### src/hw/rtl/iphfe_pkg.sv
`default_nettype none
package iphfe_pkg;

	// byte counter width and the working width for length arithmetic
	localparam int COUNT_BITS = 16;
	localparam int LEN_W = (COUNT_BITS > 16) ? COUNT_BITS : 16;

	localparam logic [COUNT_BITS-1:0] COUNT_MAX = {COUNT_BITS{1'b1}};

	localparam logic [6:0] MIN_V4_LEN = 7'd20;
	localparam logic [6:0] MIN_V6_LEN = 7'd40;
	localparam logic [6:0] PORT_BYTES = 7'd4;
	localparam logic [6:0] TCP_HDR_LEN = 7'd20;
	localparam logic [6:0] UDP_HDR_LEN = 7'd8;

	localparam logic [7:0] PROTO_TCP = 8'd6;
	localparam logic [7:0] PROTO_UDP = 8'd17;

	localparam logic [3:0] VER_V4 = 4'd4;
	localparam logic [3:0] VER_V6 = 4'd6;

	typedef logic [COUNT_BITS-1:0] count_t;

	// per-packet capture state
	typedef struct packed {
		count_t        byte_count;
		logic [3:0]    ver_nibble;
		logic [5:0]    header_bytes;
		logic [7:0]    proto_byte;
		logic [127:0]  source_address;
		logic [127:0]  dest_address;
		logic [31:0]   port_bytes;
	} parse_state_t;

	// one packet summary
	typedef struct packed {
		logic          status;
		logic [3:0]    version;
		logic [7:0]    protocol;
		logic [63:0]   src_addr_high;
		logic [63:0]   src_addr_low;
		logic [63:0]   dst_addr_high;
		logic [63:0]   dst_addr_low;
		logic [15:0]   src_port;
		logic [15:0]   dst_port;
		logic [6:0]    payload_offset;
		logic [15:0]   payload_length;
	} parse_result_t;

endpackage
`default_nettype wire

### src/hw/rtl/iphfe_parse.sv
`default_nettype none
module iphfe_parse (
	input  wire iphfe_pkg::parse_state_t  cur,
	input  wire logic [7:0]               data_byte,
	output iphfe_pkg::parse_state_t       nxt,
	output iphfe_pkg::parse_result_t      res
);
	import iphfe_pkg::*;

	count_t           idx;
	logic [6:0]       tstart;
	logic [6:0]       tend;
	logic             known;
	logic             in_window;

	count_t           len;
	logic [LEN_W-1:0] len_w;
	logic [6:0]       hdr;
	logic             ok;
	logic             ports;
	logic [6:0]       off;
	logic [LEN_W-1:0] diff;

	// capture of the current byte by its offset in the packet
	always_comb begin
		idx    = cur.byte_count;
		nxt    = cur;
		tstart = '0;
		known  = 1'b0;
		if (idx == '0) begin
			nxt.ver_nibble   = data_byte[7:4];
			nxt.header_bytes = {data_byte[3:0], 2'b00};
		end else if (cur.ver_nibble == VER_V4) begin
			known  = 1'b1;
			tstart = {1'b0, cur.header_bytes};
			if (idx == COUNT_BITS'(9))
				nxt.proto_byte = data_byte;
			else if (idx >= COUNT_BITS'(12) && idx <= COUNT_BITS'(15))
				nxt.source_address = {cur.source_address[119:0], data_byte};
			else if (idx >= COUNT_BITS'(16) && idx <= COUNT_BITS'(19))
				nxt.dest_address = {cur.dest_address[119:0], data_byte};
		end else if (cur.ver_nibble == VER_V6) begin
			known  = 1'b1;
			tstart = MIN_V6_LEN;
			if (idx == COUNT_BITS'(6))
				nxt.proto_byte = data_byte;
			else if (idx >= COUNT_BITS'(8) && idx <= COUNT_BITS'(23))
				nxt.source_address = {cur.source_address[119:0], data_byte};
			else if (idx >= COUNT_BITS'(24) && idx <= COUNT_BITS'(39))
				nxt.dest_address = {cur.dest_address[119:0], data_byte};
		end
		tend      = tstart + PORT_BYTES;
		in_window = (idx >= COUNT_BITS'(tstart)) && (idx < COUNT_BITS'(tend));
		if (known && in_window)
			nxt.port_bytes = {cur.port_bytes[23:0], data_byte};
		// saturating byte count
		if (cur.byte_count != COUNT_MAX)
			nxt.byte_count = cur.byte_count + count_t'(1);
	end

	// packet summary from the state after this byte
	always_comb begin
		len   = nxt.byte_count;
		len_w = LEN_W'(len);
		hdr   = '0;
		ok    = 1'b0;
		if (nxt.ver_nibble == VER_V4) begin
			hdr = {1'b0, nxt.header_bytes};
			ok  = (hdr >= MIN_V4_LEN) && (LEN_W'(hdr) <= len_w);
		end else if (nxt.ver_nibble == VER_V6) begin
			hdr = MIN_V6_LEN;
			ok  = len_w >= LEN_W'(MIN_V6_LEN);
		end
		ports = ((nxt.proto_byte == PROTO_TCP) || (nxt.proto_byte == PROTO_UDP)) &&
			(len_w >= LEN_W'(hdr + PORT_BYTES));
		off   = hdr + ((nxt.proto_byte == PROTO_TCP) ? TCP_HDR_LEN : UDP_HDR_LEN);
		diff  = (len_w > LEN_W'(off)) ? (len_w - LEN_W'(off)) : '0;

		res = '0;
		if (len_w < LEN_W'(MIN_V4_LEN)) begin
			res.status = 1'b1;
		end else if (!ok) begin
			res.status  = 1'b1;
			res.version = nxt.ver_nibble;
		end else begin
			res.version        = nxt.ver_nibble;
			res.protocol       = nxt.proto_byte;
			res.src_addr_high  = nxt.source_address[127:64];
			res.src_addr_low   = nxt.source_address[63:0];
			res.dst_addr_high  = nxt.dest_address[127:64];
			res.dst_addr_low   = nxt.dest_address[63:0];
			if (ports) begin
				res.src_port = nxt.port_bytes[31:16];
				res.dst_port = nxt.port_bytes[15:0];
			end
			res.payload_offset = off;
			res.payload_length = (diff > LEN_W'(16'hFFFF)) ? 16'hFFFF : diff[15:0];
		end
	end

endmodule
`default_nettype wire

### src/hw/rtl/ip_header_field_extractor_unit.sv
`default_nettype none
// IP header field extractor.
// Input channel: one packet byte per transfer (data_byte, with last on the
// final byte), valid/ready handshake. Output channel: one summary per packet
// (status, version, protocol, addresses, ports, payload offset and length),
// valid/ready handshake, presented after the transfer of the last byte.
// Throughput: one byte per cycle, sustained across packet boundaries while the output slot is drained.
// Path: a byte is held in the input register; the summary of a packet is
// loaded into the output register at the edge at which its last byte leaves
// the input register, and out_valid rises with that load. The capture and
// summary logic between these two registers is combinational.
// Stall: while a summary waits in the output register, non-final bytes keep
// flowing into the capture state; a final byte waits in the input register
// until the pending summary is taken, and in_ready drops behind it.
// Reset: clears the byte count, the captured fields and both valid flags;
// the block then expects byte zero of a new packet.
module ip_header_field_extractor_unit (
	input  wire logic        clk,
	input  wire logic        arst_n,
	input  wire logic        in_valid,
	output logic             in_ready,
	input  wire logic [7:0]  data_byte,
	input  wire logic        last,
	output logic             out_valid,
	input  wire logic        out_ready,
	output logic             status,
	output logic [3:0]       version,
	output logic [7:0]       protocol,
	output logic [63:0]      src_addr_high,
	output logic [63:0]      src_addr_low,
	output logic [63:0]      dst_addr_high,
	output logic [63:0]      dst_addr_low,
	output logic [15:0]      src_port,
	output logic [15:0]      dst_port,
	output logic [6:0]       payload_offset,
	output logic [15:0]      payload_length
);
	import iphfe_pkg::*;

	logic          valid_s1;
	logic [7:0]    byte_s1;
	logic          last_s1;
	logic          adv;

	parse_state_t  state_q;
	parse_state_t  state_nxt;
	parse_result_t res;
	parse_result_t result_q;
	logic          out_valid_q;

	// input register moves on unless a final byte meets a full output slot that out_ready does not drain
	assign adv      = valid_s1 && (!last_s1 || !out_valid_q || out_ready);
	assign in_ready = !valid_s1 || adv;

	// input register
	always_ff @(posedge clk or negedge arst_n) begin
		if (!arst_n) begin
			valid_s1 <= 1'b0;
		end else if (in_ready) begin
			valid_s1 <= in_valid;
		end
	end

	always_ff @(posedge clk) begin
		if (in_ready && in_valid) begin
			byte_s1 <= data_byte;
			last_s1 <= last;
		end
	end

	// field capture and summary
	iphfe_parse u_parse (
		.cur       (state_q),
		.data_byte (byte_s1),
		.nxt       (state_nxt),
		.res       (res)
	);

	// capture state, cleared after each final byte
	always_ff @(posedge clk or negedge arst_n) begin
		if (!arst_n) begin
			state_q <= '0;
		end else if (adv) begin
			state_q <= last_s1 ? '0 : state_nxt;
		end
	end

	// output register
	always_ff @(posedge clk or negedge arst_n) begin
		if (!arst_n) begin
			out_valid_q <= 1'b0;
		end else if (adv && last_s1) begin
			out_valid_q <= 1'b1;
		end else if (out_ready) begin
			out_valid_q <= 1'b0;
		end
	end

	always_ff @(posedge clk) begin
		if (adv && last_s1) begin
			result_q <= res;
		end
	end

	assign out_valid      = out_valid_q;
	assign status         = result_q.status;
	assign version        = result_q.version;
	assign protocol       = result_q.protocol;
	assign src_addr_high  = result_q.src_addr_high;
	assign src_addr_low   = result_q.src_addr_low;
	assign dst_addr_high  = result_q.dst_addr_high;
	assign dst_addr_low   = result_q.dst_addr_low;
	assign src_port       = result_q.src_port;
	assign dst_port       = result_q.dst_port;
	assign payload_offset = result_q.payload_offset;
	assign payload_length = result_q.payload_length;

endmodule
`default_nettype wire
### config.mk
export PLATFORM = sky130hd
export DESIGN_NAME = ip_header_field_extractor_unit
export DESIGN_NICKNAME = d
export VERILOG_FILES = /design/src/hw/rtl/iphfe_pkg.sv /design/src/hw/rtl/iphfe_parse.sv /design/src/hw/rtl/ip_header_field_extractor_unit.sv
export SDC_FILE = /design/constraint.sdc
export NUM_CORES = 1
export LEC_CHECK = 0
export ABC_CLOCK_PERIOD_IN_PS = 33500
export BUFFER_PORTS_ARGS = -buffer_cell sky130_fd_sc_hd__clkbuf_2
export CAP_MARGIN = 20
export CORE_ASPECT_RATIO = 1.5
export CORE_UTILIZATION = 30
export CTS_CLUSTER_SIZE = 20
export DETAILED_ROUTE_END_ITERATION = 10
export SYNTH_ARGS = -nofsm -noshare
export SYNTH_HDL_FRONTEND = slang
export SYNTH_HIERARCHICAL = 1
export SYNTH_SLANG_ARGS = --single-unit
### constraint.sdc
create_clock -name clk -period 33.5 [get_ports clk]
set_input_delay 1.675 -clock clk [delete_from_list [all_inputs] [get_ports clk]]
set_output_delay 1.675 -clock clk [all_outputs]
set_load 0.01 [all_outputs]
# Word level (Yosys, flattened, before mapping)
# Cells that the tools add are included.
[totals]
out_inout_bits = 326
register_bits = 657
word_cells = 110
input_bits = 13
[classes]
addsub = 5
n_eq_ne = 9
bitwise_logic = 2
n_reduce_logical = 22
n_lt_le_gt_ge = 17
mux = 33
[op_table]
columns = ["operator", "n"]
rows = [
  ["264-bit 2-to-1 mux", 3],
  ["128-bit 2-to-1 mux", 6],
  ["256-bit 2-to-1 mux", 2],
  ["322-bit 2-to-1 mux", 1],
  ["16-bit 2-to-1 mux", 3],
  ["16-bit by 4-bit >= comparator with 1-bit output, second input constant", 2],
  ["16-bit by 5-bit >= comparator with 1-bit output, second input constant", 2],
  ["16-bit by 5-bit <= comparator with 1-bit output, second input constant", 2],
  ["32-bit 2-to-1 mux", 1],
  ["7-bit 2-to-1 mux", 3],
  ["16-bit by 1-bit adder with 16-bit output, second input constant", 1],
  ["16-bit by 3-bit equality test with 1-bit output, second input constant", 1],
  ["16-bit by 4-bit equality test with 1-bit output, second input constant", 1],
  ["4-bit by 3-bit equality test with 1-bit output, second input constant", 4],
  ["16-bit >= comparator", 1],
  ["16-bit by 6-bit >= comparator with 1-bit output, second input constant", 1],
  ["16-bit by 7-bit >= comparator with 1-bit output", 1],
  ["16-bit > comparator, second input constant", 1],
  ["16-bit by 7-bit > comparator with 1-bit output", 1],
  ["16-bit by 4-bit <= comparator with 1-bit output, second input constant", 1],
  ["16-bit by 6-bit <= comparator with 1-bit output, second input constant", 1],
  ["6-bit by 16-bit <= comparator with 1-bit output", 1],
  ["16-bit logical NOT", 1],
  ["16-bit by 5-bit less-than comparator with 1-bit output, second input constant", 1],
  ["other kinds (21)", 46],
]

# Logic depth before layout (Yosys ltp)
# Gate-level depths: netlist (run 1).
[logic_depth]
word_depth = 15
mapped_depth = 20
depth_no_buf = 19

# By module
# Netlist (run 1), hierarchy kept.
[modules_own_cells]
columns = ["mod", "instances", "seq_area_each_um2", "cells_each", "area_per_inst_um2"]
rows = [
  ["ip_header_field_extractor_unit", 1, 18107.4, 2167, 28137.0],
  ["iphfe_parse", 1, 0.0, 1612, 8916.1],
]

# Worst setup path after synthesis (run 1)
# No wires, ideal clock.
[synth_timing]
path_type = "input to register"
startpoint = "input out_ready"
endpoint = "register result_q (netlist bit dst_addr_high[0]), enable pin"
path_slack_ns = 17.107
stages = 3
setup_ns = 1.020
n_path_buf = 1
arrival_time_ns = 15.373
required_ns = 32.480
cell_sequence = "buf_2 nor2b_1 nor2_1"
[synth_via]
elab_chain_len = 3
[synth_rtl]
columns = ["element", "line_no", "source"]
rows = [
  ["start: declaration", "ip_header_field_extractor_unit.sv:25", "input wire logic out_ready,"],
  ["1-bit logical OR", "ip_header_field_extractor_unit.sv:52", "assign adv = valid_s1 && (!last_s1 || !out_valid_q || out_ready);"],
  ["1-bit logical AND", "ip_header_field_extractor_unit.sv:52", ""],
  ["1-bit logical AND", "ip_header_field_extractor_unit.sv:100", "if (adv && last_s1) begin"],
  ["end signal: assignment", "ip_header_field_extractor_unit.sv:101", "result_q <= res;"],
  ["end: declaration", "ip_header_field_extractor_unit.sv:48", "parse_result_t result_q;"],
]
# Every way passes these cells.
# A chain may end at the register's enable or synchronous reset.

==> results.md, run 1 <==
- Clk pwr share: 0.432
- Unrepaired setup endpoints after global routing: false
- Area after DPL: 39460 µm²
- Overflow after GRT: 0
- Synth Instances: 3779
- Antenna viol nets, final: 0
- DRT iter0 DRCs: 2355
- Final Hold Viols: 0
- EDFF count, synth: 333
- Hold crit path type: reg2reg
- Post-CTS Setup Bufs: 0
- HP Start: state_q[31]
- Sequential power share: 0.455
- Synth Area per Inst: 9.805 µm²
- CTS resizes: 0
- Sequential area share after synthesis: 0.4887
- Starting density of the core: 0.3033
- Longest Clk Path Bufs: 3
- Ys async rst share: 0.4932
- CTS Buf Count: 74
- Unique masters post-synth: 74
- Vias: 28990
- Sw frac: 0.2659
- Max-cap violations: 0
- Drt pass-1 iters: 6
- Final Instance Area: 41960 µm²
- GP Congestion: 0.8671
- Post-route setup TNS: 0 ns
- Layout cells sized above 1: 0.1876
- Synth Register Bits: 657
- Rows: 157
- Most common cell after layout, fill and taps aside: nand2_1
- Most frequent cells in the layout: nand2_1, nand3_1, clkbuf_2, edfxtp_1, nand2b_1
- Largest net degree at the start of global routing: 241
- Critical path peak fanout: 71
- Synth area leader: edfxtp_1
- Main area contributors after synthesis: edfxtp_1, dfrtp_1, nand2_1, nand4b_1, nand3b_1
- Setup CP Type: reg2reg
- Slowest-stage cell, CP: buf_4
- Element type at the critical path end: register
- Startpoint types: register
- Hold Buf Count CTS: 0
- Reg clk slew, reported paths: 0.06 ns
- Pwr Total: 1978 µW
- Cell Area, Synth: 37050 µm²
- Slew Viols, Final: 0
- Fin crit share: 0.2161
- Clock Sinks: 657
- Yosys warns: 6
- Number of setup violations in the final report: 0
- Worst Path Arrival: 7.58 ns
- Worst path bufs/invs: 4
- Synth Flop Type: edfxtp_1
- Slew @ Worst Pin: 1.226 ns
- Die height: 432.4 µm
- Worst VDD drop: 0.00003712 V
- # DRC: 0
- Vias in the first global route: 27350
- Core box area: 122200 µm²
- WP data required: 33.84 ns
- Reg-to-Reg Start: state_q[307]
- CP cell instances: inv_1 > ha_1 > or3b_1 > nand4b_4 > mux2_2 > ha_1 > a21oi_1 > a21o_1 > a21o_1 > o2111ai_1 > nand3_2 > o31ai_4 > buf_4 > buf_4 > buf_4 > a21oi_1
- First-pass GRT wire length: 168000 µm
- Drt wl/cell: 19.70 µm
- CP startpoint: state_q[307]
- Most Frequent Cell on Critical Path: buf_4
- Pwr dens: 47.14 nW/µm²
- Clock Latency Late Sink: 0.66 ns
- Max stage delay on crit path: 0.86 ns
- Share of the synthesized area in the top cell type: 0.2699
- Status: finished, final reports clean
- Min Hold Slack: 0.5151 ns
- Dpl cells: 5426
- DP Wirelength: 64740 µm
- Buffers on Ports: 338
- Io pins: 339
- P&R area growth vs syn: 13.23%
- Fmax: 138.1 MHz
- P_leak: 0.01757 µW
- Initial antenna violation count: 2
- Max Clock Skew: 0.03147 ns
- Wirelength, routed: 109600 µm
- Slew margin rel.: 0.1823
- Shortest period the worst path allows: 7.241 ns
- Total die area: 124900 µm²
- CTS tree: yes
- Cell internal pwr: 1452 µW
- Comb pwr share: 0.112
- Root buffer cell: clkbuf_16
- Die Wd: 289.0 µm
- Overall Global Routing Usage: 0.1721
- Switching power: 525.9 µW
- Vias per cell: 5.210
- Final net count: 3965
- CP delay by family, top: buffers and inverters
- Post-route insts no fill: 5564
- CTS H-tree lvls: 3
- Post-Syn Nets: 3832
-- per-stage QoR --
| stage | worst slack, ns | util |
|---|---|---|
| detailed placement | 26.30 | 0.3230 |
| floorplan | 17.11 | - |
| CTS | 26.22 | 0.3433 |
| finish | 26.26 | 0.3434 |
| global placement | 26.41 | 0.3230 |
| global route | 25.81 | 0.3434 |
-- layer usage --
layer / GRT usage / vias to the layer above / part of all wire
li1: - / 13670 / -
met3: 0.02634 / 175 / 0.045
met4: 0.07455 / 2 / 0.039
met2: 0.2777 / 717 / 0.48
met1: 0.2268 / 14420 / 0.44
met5: 0 / - / 0.00011
-- cell families after synthesis --
| group | Yosys count | share of synthesized area |
|---|---|---|
| DFF | 657 | 0.4887 |
| adders and majority gates | 40 | 0.01391 |
| xor gates and xnor gates | 20 | 0.004728 |
| buffers and inverters | 394 | 0.05447 |
| muxes | 53 | 0.01479 |
| and+or+nand+nor | 2262 | 0.3494 |
| AOI/OAI and AO/OA | 353 | 0.07402 |
-- power by group through the flow --
| stage | Combinational, µW | Sequential [µW] | Clock, µW |
|---|---|---|---|
| global route | 244 | 903 | 909 |
| floorplan | 148 | 921 | 0 |
| detailed placement | 224 | 916 | 0 |
| CTS | 225 | 901 | 885 |
| finish | 222 | 900 | 855 |
| global placement | 225 | 917 | 0 |
-- worst paths after layout --
check	slack (ns)	depth (start not counted)	endpoint
max	26.26	16	dst_addr_low[19]
min	0.52	2	state_q[31]
max reg2reg	26.26	16	dst_addr_low[19]
min reg2reg	0.52	2	state_q[31]
max in group asynchronous	29.02	5	state_q[223]
min in group asynchronous	1.04	1	state_q[25]
-- worst reg2reg max path, cell delays in order (launching register included) --
cell	delay [ns]
dfrtp_1	0.46
inv_1	0.16
ha_1	0.16
or3b_1	0.44
nand4b_4	0.61
mux2_2	0.55
ha_1	0.34
a21oi_1	0.08
a21o_1	0.17
a21o_1	0.17
o2111ai_1	0.14
nand3_2	0.25
o31ai_4	0.85
buf_4	0.52
buf_4	0.86
buf_4	0.90
a21oi_1	0.28
-- cells in the mapped netlist (4+ instances only) --
library cell / n
nand2_1: 780
nand3_1: 354
edfxtp_1: 333
nand2b_1: 329
nand4b_1: 325
dfrtp_1: 324
nand3b_1: 323
a21oi_2: 203
clkbuf_1: 155
buf_2: 101
a21oi_1: 69
inv_1: 63
nor2_1: 58
mux2i_1: 39
ha_1: 38
buf_6: 34
nor3_1: 22
o21ai_0: 21
buf_4: 18
mux2_2: 14
nand4_1: 11
xor2_1: 11
a21o_1: 10
buf_1: 10
xnor2_1: 9
o311a_1: 8
and2_1: 7
and3_1: 7
nor2b_1: 7
a31oi_1: 5
clkbuf_8: 5
nor4_1: 5
nor4_2: 5
nor4bb_1: 5
o21a_1: 5
a211oi_1: 4
and4_1: 4
or4_1: 4
-- registers in the layout (all words and copies together), names as in the netlist, 4 cells and up --
signal	cells
payload_length	16
payload_offset	7
state_q	322
dst_port	16
src_addr_low	64
dst_addr_high	64
src_port	16
version	4
src_addr_high	64
protocol	8
byte_s1	8
dst_addr_low	64
-- final cells by class --
cell class | count | area [µm²]
fill | 12480 | 80230
timing repair buffer | 386 | 2121
tap | 1590 | 1989
clock buffer | 102 | 2101
multi-input combinational | 2728 | 16990
clock inverter | 34 | 387.9
sequential | 657 | 18110
inverter | 65 | 244.0
antenna | 2 | 5.005
No activity file was read; power rests on OpenSTA's default activity.
==> run 2, diff against run 1 <==
ABC_AREA = 1   (was unset)
ABC_CLOCK_PERIOD_IN_PS = 6200   (was 33500)
clock period = 6.2 ns   (was 33.5 ns; I/O delays follow)
==> results.md, run 2 <==
- Drt wl/cell: 15.69 µm
- Setup CP Type: reg2reg
- Antenna cell count: 0
- Reg area: 18110 µm²
- Max-cap violations: 0
- Largest net degree at the start of global routing: 257
- PnR worst setup slack: 0.9114 ns
- CTS H-tree lvls: 3
- Share of the synthesized area in the top cell type: 0.3177
- Number of flip-flops in the largest register: 322
- Reg clk slew, reported paths: 0.06 ns
- CTS tree: yes
- Synth area leader: edfxtp_1
- Clk pwr share: 0.412
- Reg-to-Reg Start: state_q[306]
- Shortest period the worst path allows: 5.289 ns
- Fmax: 189.1 MHz
- Worst VDD drop: 0.0002445 V
- GP Congestion: 0.8464
- Hold crit path type: in2async
- Slew @ Worst Pin: 1.297 ns
- Max Clock Skew: 0.02736 ns
- Unique masters post-synth: 35
- Final Instance Area: 36610 µm²
- Unrepaired setup endpoints after global routing: false
- Post-Syn Nets: 3837
- CP startpoint: state_q[306]
- Synth Area per Inst: 8.317 µm²
- Layout fillers: 10890
- Buffers on Ports: 338
- CTS resizes: 0
- EDFF count, synth: 333
- Number of setup violations in the final report: 0
- Worst slack at placement: 0.9636 ns
- Longest Clk Path Bufs: 3
- Io pins: 339
- Clock Latency Late Sink: 0.65 ns
- Worst Path Arrival: 5.65 ns
- Cell Area, Synth: 31470 µm²
- Slew margin rel.: 0.1351
- Root buffer cell: clkbuf_16
- Fin crit share: 0.8530
- Die Wd: 266.5 µm
- Sequential power share: 0.471
- Vias in the first global route: 23340
- Sw frac: 0.2744
- Ys async rst share: 0.4932
- Vias per cell: 4.463
- Starting density of the core: 0.3022
- Die height: 398.7 µm
- R2R setup slack: 0.91 ns
- Drt pass-1 iters: 8
- Core box area: 104100 µm²
- Yosys warns: 6
- Biggest register: state_q
- Antenna viol nets, final: 0
- Overflow after GRT: 0
- CTS Buf Count: 70
- Layout cells sized above 1: 0.1215
- Pwr dens: 280.0 nW/µm²
- Multi-input logic area: 10040 µm²
- P&R area growth vs syn: 16.31%
- Vias: 24520
- Rows: 145
- Area after DPL: 34230 µm²
- Clock Sinks: 657
- Synth Register Bits: 657
- Element type at the critical path end: register
- Most frequent cells in the layout: nand2_1, inv_1, nor2_1, clkbuf_2, edfxtp_1
- Sequential area share after synthesis: 0.5754
- Final Hold Viols: 0
- Post-route setup TNS: 0 ns
- # DRC: 0
- First-pass GRT wire length: 133300 µm
- DRT iter0 DRCs: 1917
- Top cells by count, synth: nand2_1, inv_1, nor2_1, edfxtp_1, dfrtp_1
- Overall Global Routing Usage: 0.1611
- Comb pwr share: 0.117
- DP Wirelength: 53660 µm
- Synth Instances: 3784
- Final net count: 4097
- Initial antenna violation count: 0
- Cell internal pwr: 7438 µW
- Startpoint types: register
- Critical path peak fanout: 16
- Slew Viols, Final: 0
- Status: finished, final reports clean
- Switching power: 2812 µW
- Wirelength, routed: 86210 µm
- Main area contributors after synthesis: edfxtp_1, dfrtp_1, nand2_1, inv_1, nor2_1
- Most frequent cell after synthesis: nand2_1
- P_leak: 0.01787 µW
- Final core occ: 0.3515
- Most common cell after layout, fill and taps aside: nand2_1
- Synth Flop Type: edfxtp_1
- Total die area: 106200 µm²
- WP data required: 6.56 ns
-- run 2: cell types whose count changed in the layout (fill, tap and decap cells not counted), sizes merged, moves of 251 or more --
cell    delta
o21ai    +254
nand4b   -326
nand2    +627
inv      +545
nand2b   -329
a21oi    -251
nand3b   -320
nor2     +324
-- run 2: kinds of logic (layout without fill, tap and decap cells) --
family | count (synthesis) | in the layout | synth area share
AO/OA/AOI/OAI | 306 | 306 | 0.04962
XOR/XNOR | 19 | 19 | 0.005288
adder cells (fa/ha/maj) | 40 | 40 | 0.01638
buffers and inverters | 799 | 1114 | 0.1073
flip-flops | 657 | 657 | 0.5754
AND/OR/NAND/NOR | 1963 | 1963 | 0.2461
-- run 2: per-layer routing --
layer	GRT usage	share of wire
met1	0.2065	0.43
met2	0.2703	0.49
met3	0.02332	0.048
met4	0.06814	0.033
met5	0	0
-- run 2: path summary, 6_finish.rpt --
check / cells past startpoint / endpoint
setup / recovery: 27 / payload_length[3]
hold / removal: 2 / state_q[90]
setup reg to reg: 27 / payload_length[3]
hold reg to reg: 2 / state_q[157]
max in group asynchronous: 3 / state_q[167]
min in group clk: 2 / byte_s1[1]
-- run 2: power groups by stage --
stage	combinational (µW)	clock, µW	sequential [µW]
floorplan	730	0	4950
detailed placement	1200	0	4920
global route	1340	4510	4840
CTS	1210	4380	4830
finish	1190	4220	4830
global placement	1200	0	4920
-- run 2: area by class of cell --
| cell class | count | area share |
|---|---|---|
| multi-input combinational | 2328 | 0.2742 |
| timing repair buffer | 380 | 0.05975 |
| clock inverter | 37 | 0.01032 |
| sequential | 657 | 0.4947 |
| inverter | 607 | 0.06235 |
| tap | 1396 | 0.04772 |
| clock buffer | 90 | 0.05100 |
-- run 2: what timing repair did --
action	CTS	global route
setup endpoints to repair	0	0
setup buffers	0	0
hold buffers	13	0
hold endpoints to repair	91	0
-- run 2: worst max-delay path, cell delays in order, from the launching register on --
cell	delay, ns
dfrtp_1	0.44
inv_1	0.13
ha_1	0.16
nand3_1	0.08
nor2_1	0.15
nand3_1	0.10
nand2_1	0.37
nand3_2	0.35
nand2_1	0.13
nand2_1	0.09
nand2_1	0.11
nor2_1	0.05
nand2_1	0.10
inv_1	0.10
ha_1	0.22
inv_1	0.07
fa_1	0.44
ha_1	0.36
inv_1	0.11
o221ai_1	0.18
nand2_1	0.12
nand2_1	0.05
nand2_1	0.07
nand2_1	0.10
o21ai_0	0.09
nand3_1	0.50
nand3b_1	0.27
nor2_1	0.07
-- run 2: per-stage QoR --
| step | power, µW | std cells | hold WS [ns] |
|---|---|---|---|
| floorplan | 5676 | 3784 | 0.01441 |
| global placement | 6115 | 5355 | 0.3983 |
| detailed placement | 6118 | 5355 | 0.3963 |
| CTS | 10420 | 5495 | 0.2786 |
| global route | 10690 | 5495 | 0.3366 |
| finish | 10250 | 5495 | 0.2940 |
